`src/design/gcs_pkg.sv`:
```
`timescale 1ns / 1ps
`default_nettype none

package gcs_pkg;

    // Widths of the vertex, command and size fields on the ports.
    localparam int VERTEX_W = 6;
    localparam int OP_W     = 2;
    localparam int SIZE_W   = 7;

    // Command codes carried on the op port.
    localparam logic [OP_W-1:0] OP_CLEAR    = 2'd0;
    localparam logic [OP_W-1:0] OP_ADD_EDGE = 2'd1;
    localparam logic [OP_W-1:0] OP_SEARCH   = 2'd2;

    // Control from the sequencer to the pruning unit.
    typedef struct packed {
        logic                load;  // Start a new neighbor set from the fetched row.
        logic [VERTEX_W-1:0] idx;   // Neighbor index whose row is presented.
    } prune_cmd_t;

endpackage

`default_nettype wire

```
`src/design/gcs_ram.sv`:
```
`timescale 1ns / 1ps
`default_nettype none

module gcs_ram #(
    parameter int WIDTH = 64,
    parameter int DEPTH = 64
) (
    input  wire logic                     clk,
    input  wire logic                     we,
    input  wire logic [$clog2(DEPTH)-1:0] waddr,
    input  wire logic [WIDTH-1:0]         wdata,
    input  wire logic [$clog2(DEPTH)-1:0] raddr,
    output logic      [WIDTH-1:0]         rdata
);

    logic [WIDTH-1:0] mem [DEPTH];
    logic [WIDTH-1:0] rd_data_reg;

    always_ff @(posedge clk)
    begin
        if (we)
        begin
            mem[waddr] <= wdata;
        end
        rd_data_reg <= mem[raddr];
    end

    assign rdata = rd_data_reg;

endmodule

`default_nettype wire

```
`src/design/gcs_prune.sv`:
```
`timescale 1ns / 1ps
`default_nettype none

module gcs_prune #(
    parameter int ROW_W = 64
) (
    input  wire logic [ROW_W-1:0]      kept,
    input  wire logic [ROW_W-1:0]      row,
    input  wire logic [ROW_W-1:0]      range_mask,
    input  wire gcs_pkg::prune_cmd_t   cmd,
    output logic      [ROW_W-1:0]      kept_next,
    output logic                       hit
);

    import gcs_pkg::*;

    localparam int IDX_W = $clog2(ROW_W);

    // A load keeps the row in range; else a kept neighbor drops later non-neighbors.
    always_comb
    begin
        hit = 1'b0;
        if (cmd.load)
        begin
            kept_next = row & range_mask;
        end
        else
        begin
            hit = kept[cmd.idx[IDX_W-1:0]];
            for (int k = 0; k < ROW_W; k++)
            begin
                kept_next[k] = kept[k] & (!hit || (VERTEX_W'(k) <= cmd.idx) || row[k]);
            end
        end
    end

endmodule

`default_nettype wire

```
`src/design/greedy_clique_search_core.sv`:
```
// Busy does not rise for a clear or an out-of-range edge; an edge insert holds it high through
// two read-modify-writes of the endpoint rows, and a search through a pass over each center up
// to top = min(vertex_count, MAX_VERTICES-1), then the member stream. Each result strobe shows
// in the cycle after the sequencer step that produces it.
// One command at a time; the next is taken at the first edge with busy low.
// Reset (rst_n, asynchronous, active low) clears the graph and vertex_count; results never stall.
`timescale 1ns / 1ps
`default_nettype none

module greedy_clique_search_core #(
    parameter int MAX_VERTICES = 64
) (
    input  wire logic                          clk,
    input  wire logic                          rst_n,
    // Command transaction.
    input  wire logic                          start,
    output logic                               busy,
    input  wire logic [gcs_pkg::OP_W-1:0]      op,
    input  wire logic [gcs_pkg::VERTEX_W-1:0]  vertex_a,
    input  wire logic [gcs_pkg::VERTEX_W-1:0]  vertex_b,
    // Configuration transaction: the vertex_count register.
    input  wire logic                          cfg_valid,
    output logic                               cfg_ready,
    input  wire logic [gcs_pkg::VERTEX_W-1:0]  cfg_data,
    // Result transactions.
    output logic                               result_valid,
    output logic [gcs_pkg::SIZE_W-1:0]         clique_size,
    output logic [gcs_pkg::VERTEX_W-1:0]       center_vertex,
    output logic [gcs_pkg::VERTEX_W-1:0]       member_vertex,
    output logic                               member_valid,
    output logic                               last
);

    import gcs_pkg::*;

    localparam int N     = MAX_VERTICES;
    localparam int IDX_W = $clog2(N);
    // Sizes reach N+1 when a self-loop makes the center its own member.
    localparam int SZ_W  = $clog2(N + 2);

    typedef enum logic [3:0] {
        S_IDLE,
        S_EDGE_RD_A,
        S_EDGE_WR_A,
        S_EDGE_RD_B,
        S_EDGE_WR_B,
        S_SRCH_RD_V,
        S_SRCH_LOAD,
        S_SRCH_STEP,
        S_SRCH_CMP,
        S_EMIT_START,
        S_EMIT
    } state_t;

    state_t state_reg, state_next;

    // The adjacency matrix lives in a RAM with one row per vertex. A row whose valid
    // bit is clear reads as all zero, so a clear command only has to drop the valid bits.
    logic [N-1:0]        row_valid_reg, row_valid_next;
    logic                rd_valid_reg;
    logic                ram_we;
    logic [IDX_W-1:0]    ram_waddr;
    logic [N-1:0]        ram_wdata;
    logic [IDX_W-1:0]    ram_raddr;
    logic [N-1:0]        ram_rdata;
    logic [N-1:0]        row_data;

    logic [VERTEX_W-1:0] vertex_count_reg, vertex_count_next;

    // Edge endpoints held across the read-modify-write sequence.
    logic [IDX_W-1:0]    a_reg, a_next;
    logic [IDX_W-1:0]    b_reg, b_next;

    // Search state: center vertex v, neighbor index i, survivor set and its count.
    logic [IDX_W-1:0]    top_reg, top_next;
    logic [N-1:0]        range_reg, range_next;
    logic [IDX_W-1:0]    v_reg, v_next;
    logic [IDX_W-1:0]    i_reg, i_next;
    logic [N-1:0]        kept_reg, kept_next;
    logic [SZ_W-1:0]     count_reg, count_next;
    logic [SZ_W-1:0]     best_size_reg, best_size_next;
    logic [IDX_W-1:0]    best_center_reg, best_center_next;
    logic [N-1:0]        best_members_reg, best_members_next;
    logic [SZ_W-1:0]     cand_size;

    // Result streaming: remaining members shifted down, with the index of bit zero.
    logic [N-1:0]        rest_reg, rest_next;
    logic [IDX_W-1:0]    j_reg, j_next;

    // Registered result ports.
    logic                result_valid_reg, result_valid_next;
    logic [SIZE_W-1:0]   clique_size_reg, clique_size_next;
    logic [VERTEX_W-1:0] center_vertex_reg, center_vertex_next;
    logic [VERTEX_W-1:0] member_vertex_reg, member_vertex_next;
    logic                member_valid_reg, member_valid_next;
    logic                last_reg, last_next;

    logic [IDX_W-1:0]    top_sat;
    logic                a_in_range;
    logic                b_in_range;

    prune_cmd_t          prune_cmd;
    logic [N-1:0]        prune_kept;
    logic                prune_hit;

    gcs_ram #(
        .WIDTH (N),
        .DEPTH (N)
    ) u_adj_ram (
        .clk   (clk),
        .we    (ram_we),
        .waddr (ram_waddr),
        .wdata (ram_wdata),
        .raddr (ram_raddr),
        .rdata (ram_rdata)
    );

    // The shared pruning unit: one neighbor row is applied per cycle.
    gcs_prune #(
        .ROW_W (N)
    ) u_prune (
        .kept       (kept_reg),
        .row        (row_data),
        .range_mask (range_reg),
        .cmd        (prune_cmd),
        .kept_next  (prune_kept),
        .hit        (prune_hit)
    );

    assign row_data  = rd_valid_reg ? ram_rdata : '0;
    assign cand_size = count_reg + SZ_W'(1);

    // The configured count is clamped to the highest vertex the matrix holds.
    assign top_sat = (vertex_count_reg >= VERTEX_W'(N - 1)) ? IDX_W'(N - 1)
                                                            : vertex_count_reg[IDX_W-1:0];

    // Edges that name a vertex beyond the matrix are dropped.
    assign a_in_range = ({1'b0, vertex_a} < (VERTEX_W + 1)'(N));
    assign b_in_range = ({1'b0, vertex_b} < (VERTEX_W + 1)'(N));

    assign busy          = (state_reg != S_IDLE);
    assign cfg_ready     = 1'b1;
    assign result_valid  = result_valid_reg;
    assign clique_size   = clique_size_reg;
    assign center_vertex = center_vertex_reg;
    assign member_vertex = member_vertex_reg;
    assign member_valid  = member_valid_reg;
    assign last          = last_reg;

    always_comb
    begin
        state_next         = state_reg;
        row_valid_next     = row_valid_reg;
        vertex_count_next  = vertex_count_reg;
        a_next             = a_reg;
        b_next             = b_reg;
        top_next           = top_reg;
        range_next         = range_reg;
        v_next             = v_reg;
        i_next             = i_reg;
        kept_next          = kept_reg;
        count_next         = count_reg;
        best_size_next     = best_size_reg;
        best_center_next   = best_center_reg;
        best_members_next  = best_members_reg;
        rest_next          = rest_reg;
        j_next             = j_reg;
        result_valid_next  = 1'b0;
        clique_size_next   = clique_size_reg;
        center_vertex_next = center_vertex_reg;
        member_vertex_next = member_vertex_reg;
        member_valid_next  = member_valid_reg;
        last_next          = last_reg;
        ram_we             = 1'b0;
        ram_waddr          = a_reg;
        ram_wdata          = row_data | (N'(1) << b_reg);
        ram_raddr          = v_reg;
        prune_cmd.load     = 1'b0;
        prune_cmd.idx      = VERTEX_W'(i_reg);

        // The register may be written at any time; a search latches its range when it starts.
        if (cfg_valid)
        begin
            vertex_count_next = cfg_data;
        end

        case (state_reg)
            S_IDLE:
            begin
                if (start)
                begin
                    case (op)
                        OP_CLEAR:
                        begin
                            row_valid_next = '0;
                        end
                        OP_ADD_EDGE:
                        begin
                            if (a_in_range && b_in_range)
                            begin
                                a_next     = vertex_a[IDX_W-1:0];
                                b_next     = vertex_b[IDX_W-1:0];
                                state_next = S_EDGE_RD_A;
                            end
                        end
                        OP_SEARCH:
                        begin
                            top_next = top_sat;
                            for (int k = 0; k < N; k++)
                            begin
                                range_next[k] = (IDX_W'(k) <= top_sat);
                            end
                            v_next            = '0;
                            best_size_next    = '0;
                            best_center_next  = '0;
                            best_members_next = '0;
                            state_next        = S_SRCH_RD_V;
                        end
                        default:
                        begin
                        end
                    endcase
                end
            end

            // Each endpoint's row is read, the other endpoint's bit is set, and it is written back.
            S_EDGE_RD_A:
            begin
                ram_raddr  = a_reg;
                state_next = S_EDGE_WR_A;
            end

            S_EDGE_WR_A:
            begin
                ram_we                = 1'b1;
                ram_waddr             = a_reg;
                ram_wdata             = row_data | (N'(1) << b_reg);
                row_valid_next[a_reg] = 1'b1;
                state_next            = S_EDGE_RD_B;
            end

            S_EDGE_RD_B:
            begin
                ram_raddr  = b_reg;
                state_next = S_EDGE_WR_B;
            end

            S_EDGE_WR_B:
            begin
                ram_we                = 1'b1;
                ram_waddr             = b_reg;
                ram_wdata             = row_data | (N'(1) << a_reg);
                row_valid_next[b_reg] = 1'b1;
                state_next            = S_IDLE;
            end

            S_SRCH_RD_V:
            begin
                ram_raddr  = v_reg;
                state_next = S_SRCH_LOAD;
            end

            // The center's row arrives and seeds the survivor set; the first neighbor row is fetched.
            S_SRCH_LOAD:
            begin
                prune_cmd.load = 1'b1;
                kept_next      = prune_kept;
                count_next     = '0;
                i_next         = '0;
                ram_raddr      = '0;
                state_next     = S_SRCH_STEP;
            end

            // Row i is applied while row i+1 is fetched. Bit i cannot change after its own
            // step, so a kept bit here is a final survivor and is counted at once.
            S_SRCH_STEP:
            begin
                kept_next  = prune_kept;
                count_next = count_reg + SZ_W'(prune_hit);
                if (i_reg == top_reg)
                begin
                    state_next = S_SRCH_CMP;
                end
                else
                begin
                    i_next    = i_reg + 1'b1;
                    ram_raddr = i_reg + 1'b1;
                end
            end

            // A strictly larger clique replaces the best one; the next center's row is fetched.
            S_SRCH_CMP:
            begin
                if (cand_size > best_size_reg)
                begin
                    best_size_next    = cand_size;
                    best_center_next  = v_reg;
                    best_members_next = kept_reg;
                end
                if (v_reg == top_reg)
                begin
                    state_next = S_EMIT_START;
                end
                else
                begin
                    v_next     = v_reg + 1'b1;
                    ram_raddr  = v_reg + 1'b1;
                    state_next = S_SRCH_LOAD;
                end
            end

            S_EMIT_START:
            begin
                rest_next = best_members_reg;
                j_next    = '0;
                if (best_members_reg == '0)
                begin
                    // A clique of the center alone gives one result with no member.
                    result_valid_next  = 1'b1;
                    clique_size_next   = SIZE_W'(best_size_reg);
                    center_vertex_next = VERTEX_W'(best_center_reg);
                    member_vertex_next = '0;
                    member_valid_next  = 1'b0;
                    last_next          = 1'b1;
                    state_next         = S_IDLE;
                end
                else
                begin
                    state_next = S_EMIT;
                end
            end

            // Members go out in ascending order, one bit position per cycle.
            S_EMIT:
            begin
                rest_next = rest_reg >> 1;
                j_next    = j_reg + 1'b1;
                if (rest_reg[0])
                begin
                    result_valid_next  = 1'b1;
                    clique_size_next   = SIZE_W'(best_size_reg);
                    center_vertex_next = VERTEX_W'(best_center_reg);
                    member_vertex_next = VERTEX_W'(j_reg);
                    member_valid_next  = 1'b1;
                    last_next          = (rest_reg[N-1:1] == '0);
                    if (rest_reg[N-1:1] == '0)
                    begin
                        state_next = S_IDLE;
                    end
                end
            end

            default:
            begin
                state_next = S_IDLE;
            end
        endcase
    end

    always_ff @(posedge clk or negedge rst_n)
    begin
        if (!rst_n)
        begin
            state_reg         <= S_IDLE;
            row_valid_reg     <= '0;
            rd_valid_reg      <= 1'b0;
            vertex_count_reg  <= '0;
            a_reg             <= '0;
            b_reg             <= '0;
            top_reg           <= '0;
            range_reg         <= '0;
            v_reg             <= '0;
            i_reg             <= '0;
            kept_reg          <= '0;
            count_reg         <= '0;
            best_size_reg     <= '0;
            best_center_reg   <= '0;
            best_members_reg  <= '0;
            rest_reg          <= '0;
            j_reg             <= '0;
            result_valid_reg  <= 1'b0;
            clique_size_reg   <= '0;
            center_vertex_reg <= '0;
            member_vertex_reg <= '0;
            member_valid_reg  <= 1'b0;
            last_reg          <= 1'b0;
        end
        else
        begin
            state_reg         <= state_next;
            row_valid_reg     <= row_valid_next;
            rd_valid_reg      <= row_valid_reg[ram_raddr];
            vertex_count_reg  <= vertex_count_next;
            a_reg             <= a_next;
            b_reg             <= b_next;
            top_reg           <= top_next;
            range_reg         <= range_next;
            v_reg             <= v_next;
            i_reg             <= i_next;
            kept_reg          <= kept_next;
            count_reg         <= count_next;
            best_size_reg     <= best_size_next;
            best_center_reg   <= best_center_next;
            best_members_reg  <= best_members_next;
            rest_reg          <= rest_next;
            j_reg             <= j_next;
            result_valid_reg  <= result_valid_next;
            clique_size_reg   <= clique_size_next;
            center_vertex_reg <= center_vertex_next;
            member_vertex_reg <= member_vertex_next;
            member_valid_reg  <= member_valid_next;
            last_reg          <= last_next;
        end
    end

endmodule

`default_nettype wire
```
`config.mk`:
```
export PLATFORM = sky130hd
export DESIGN_NAME = greedy_clique_search_core
export DESIGN_NICKNAME = d
export VERILOG_FILES = /design/src/design/gcs_pkg.sv /design/src/design/gcs_ram.sv /design/src/design/gcs_prune.sv /design/src/design/greedy_clique_search_core.sv
export SDC_FILE = /design/constraint.sdc
export NUM_CORES = 2
export LEC_CHECK = 0
export BUFFER_PORTS_ARGS = -buffer_cell sky130_fd_sc_hd__buf_4
export CORE_UTILIZATION = 60
export CTS_CLUSTER_DIAMETER = 150
export DETAILED_ROUTE_END_ITERATION = 8
export PLACE_DENSITY = 0.76
export SYNTH_ARGS = -nofsm -noshare
export SYNTH_HDL_FRONTEND = slang
export SYNTH_HIERARCHICAL = 1
export SYNTH_SLANG_ARGS = --single-unit
```
`constraint.sdc`:
```
create_clock -name clk -period 18 [get_ports clk]
set_input_delay 1.8 -clock clk [delete_from_list [all_inputs] [get_ports clk]]
set_output_delay 1.8 -clock clk [all_outputs]
set_load 0.02 [all_outputs]
```
==> results.txt <==
----------------------------------------------------
[Critical path]
  Reg2reg setup slack ... about 9.7 ns
  Startpoint class of the critical path ... flop
  Critical path class ... reg -> reg
  CP most frequent cell ... sky130_fd_sc_hd__buf_4
  Critical Path RT ... 18.87 ns
  CP delay by family, top ... buffers and inverters
  Slowest stage cell, crit path ... sky130_fd_sc_hd__dfrtp_1
  Ordered list of cells on the worst path ... and3b_2, buf_4, nand2_1, a211oi_1, o32a_1, o21ai_4, buf_4, inv_8, buf_12, buf_12, buf_4, mux4_2, mux2i_1, nand2_1, a41oi_1, nor2_1
  Crit-path max cell delay ... 0.91 ns
  Critical Path Sink Type ... flop
  Maximum fanout encountered on the critical timing path ... slightly above 90
  Worst path bufs/invs ... 6
  Worst EP arrival ... 9.18 ns

[Timing]
  Pins Over Slew Limit ... 0
  Least setup slack across all paths after layout ... 9.684 ns
  Achievable frequency ... roughly 0.12 GHz
  Number of endpoints failing setup at the final stage ... 0
  Share of the clock period used by the worst path ... a little under half
  Final hold viol count ... 0
  Actual slew at the worst max-slew pin ... between 1 and 1.5 ns
  Max_slew headroom ... under 10%
  RSZ-0062 raised after global routing ... false
  Tmin final ... 8.316 ns
  Total negative slack ... 0 ns
  Skew final ... 0.06156 ns

[CTS]
  Clock-pin slew on the worst setup and hold paths ... 0.07 ns
  Later-pin clock latency in the skew report ... around 1.0 ns
  Clock Sinks ... 4569
  Total of hold buffers inserted after clock tree synthesis ... 0
  Post-CTS resize count ... 0
  Maximum clock insertion buffer count ... 4
  Root Buffer Master ... sky130_fd_sc_hd__clkbuf_16
  H-tree lvl count ... 5
  Number of setup buffers added after CTS ... 0
  TritonCTS clock tree ... done
  Number of CTS-inserted buffers ... roughly 440

[Global route]
  Total routing resource utilization after global routing ... about a third
  Via count of the first global-routing pass ... roughly 99000
  Number of antenna violations at the first check in global routing ... 18
  Pin count of the biggest net entering global routing ... 135
  Leftover overflow at the end of global routing ... 0
  Global-route wire length before repair ... 736.9 mm

[Logic synthesis]
  Library cells used by synthesis ... 87
  Share of synthesized registers carrying an async set or reset ... slightly below 9%
  Number of enable flip-flop cells after synthesis ... between 4000 and 5000
  Synthesis Warnings ... 6
  Synth Area per Inst ... 18.87 µm²
  Area contributors post-synth ... sky130_fd_sc_hd__edfxtp_1 68%, sky130_fd_sc_hd__mux4_2 13%, sky130_fd_sc_hd__dfrtp_1 5.7%
  Netlist area before placement ... about 180000 µm²
  Synth top area share ... around two thirds
  Share of synthesized area occupied by flip-flops and latches ... between 70% and 80%
  Top flip-flop cell by instance count after synthesis ... sky130_fd_sc_hd__edfxtp_1
  Count of state elements after synthesis ... approximately 4600
  Net Count, Synth ... about 9600
  Biggest area consumer among synthesized cells ... sky130_fd_sc_hd__edfxtp_1
  Cell count after synthesis ... between 9000 and 10000

[Drt]
  Number of search-and-repair iterations in the first detailed-routing pass ... 6
  Final routed wire length divided by cell count ... between 30 and 40 µm
  WL final ... between 500 and 600 mm
  Antenna violation net count after detailed routing ... 0
  DRC violation count after routing ... 0
  Drt initial violations ... ~17000
  Via density ... between 7 and 8
  Vias ... slightly above 100k

[Pwr]
  Total leakage power ... between 50 and 60 nW
  Switching portion of total power ... between 15 and 20%
  Power share of the clock group ... 45.0%
  Pint ... 16.72 mW
  Part of the power in registers ... 54.7%
  Switching power summed over all nets ... between 4 and 5 mW
  Logic gate share of total power ... less than 1%
  Worst IR drop on VDD ... 87.48 µV
  Total power density per cell area ... 104.0 nW/µm²

[Cells and area]
  Number of nets in the layout ... ~9700
  Filler cell count in the final layout ... 18270
  Area used by sequential logic in the layout ... ~130000 µm²
  Most frequent cells in the layout ... 4096 x sky130_fd_sc_hd__edfxtp_1, 1028 x sky130_fd_sc_hd__mux4_2, 857 x sky130_fd_sc_hd__nand2_1
  Fraction of final layout cells sized beyond drive strength 1 ... a little over a fifth
  Most common library cell in the layout ignoring fill and taps ... sky130_fd_sc_hd__edfxtp_1
  Largest reg by FF count ... u_adj_ram/mem
  Layout overhead on the synthesized area ... 11.48%
  Largest register FFs ... about 4100
  Area taken by multi-input logic gates ... between 40000 and 50000 µm²

[Run]
  Max-cap check violation count ... 0

[Floorplan]
  Core box area ... ~300000 µm²
  Die Y ... approximately 550 µm
  Initial core utilization ... between 60% and 70%
  Die area ... around 300000 µm²
  DIE WIDTH ... between 500 and 600 µm
  Ports ... 48
  Row cnt ... 200

[Place]
  Placed wire-length estimate after detailed placement ... 271.1 mm
  Number of port buffers ... 46
  Last weighted congestion value of the routability-driven placer ... approximately 0.91
  Pre-CTS worst setup slack ... 9.691 ns

[Outcome]
  Result of the run ... finished, final reports clean

[Min path]
  Hold crit path type ... reg -> reg

----------------------------------------------------
routing by layer:
metal	share of wire [%]	GRT usage (%)	wire, µm	vias to the layer above
met4	5.8	17.43	30530	10
met2	46	52.96	240000	8556
li1	-	-	-	38860
met5	0.013	0	66	-
met3	14	9.167	75790	1610
met1	34	47.33	177400	51770
power by group through the flow:
stage | Combinational (mW) | Clock (mW) | Sequential, mW
global route | 0.0585 | 9.80 | 11.4
CTS | 0.0540 | 9.41 | 11.4
floorplan | 0.0170 | 0 | 11.6
detailed placement | 0.0539 | 0 | 11.6
global placement | 0.0530 | 0 | 11.6
finish | 0.0539 | 9.37 | 11.4
kinds of logic after synthesis:
| family | share of synthesized area, % |
|---|---|
| adders and majority gates | 0.09058 |
| AOI/OAI and AO/OA | 4.148 |
| DFF | 74.90 |
| buffers and inverters | 1.671 |
| other | 0.002088 |
| muxes | 14.27 |
| and+or+nand+nor | 4.792 |
| xor gates and xnor gates | 0.1171 |
Yosys cell counts (all sizes together), types with 4 or more instances:
master and instances:
nor2 287, xnor2 16, nor2b 43, or2 11
nand3 251, or3 57, o311ai 12, dfxtp 64
edfxtp 4096, or3b 4, o21bai 65, a22o 55
inv 30, nor3 28, mux4 1028, o31ai 26
nand3b 14, and2 82, a21oi 189, nor3b 7
mux2i 207, xor2 8, nand2 861, a21o 9
o221ai 31, buf 296, o22ai 105, a211oi 21
a41oi 5, a2111oi 4, o211ai 7, nand2b 29
o21ai 252, o21a 53, dfrtp 409, ha 13
mux2 36, o41ai 5, a31oi 81, nor4 37
nand4 96, a22oi 193, and3 63, clkbuf 295
through the flow:
stage	total power, mW	utilization, %	hold slack (ns)	std cells	cell area, µm²
detailed placement	11.67	62.39	0.4558	13170	185500
global route	21.24	67.34	0.4781	13990	200200
CTS	20.85	67.32	0.4726	13990	200100
finish	20.82	67.34	0.4725	14000	200200
floorplan	11.63	-	0.4316	9517	179600
global placement	11.67	62.39	0.4512	13170	185500
layout make-up:
cell class                      count  area share, %
Timing Repair Buffer              303          1.240
Antenna cell                       12        0.01500
Tap cell                         3939          2.462
Clock buffer                      567          5.920
Inverter                           33        0.07687
Sequential cell                  4569          67.19
Clock inverter                    254          1.394
Multi-Input combinational cell   4324          21.70
worst paths after layout:
| path | endpoint | cells after the start | from |
|---|---|---|---|
| worst max register to register | u_adj_ram/rdata[60] | 16 | state_reg[1] |
| min in group asynchronous | b_reg[2] | 1 | rst_n |
| worst min register to register | range_reg[0] | 1 | range_reg[0] |
| max in group asynchronous | kept_reg[46] | 4 | rst_n |
| worst min-delay path | range_reg[0] | 1 | range_reg[0] |
| worst max-delay path | u_adj_ram/rdata[60] | 16 | state_reg[1] |
Note: power is estimated with default switching activity, not from simulation.
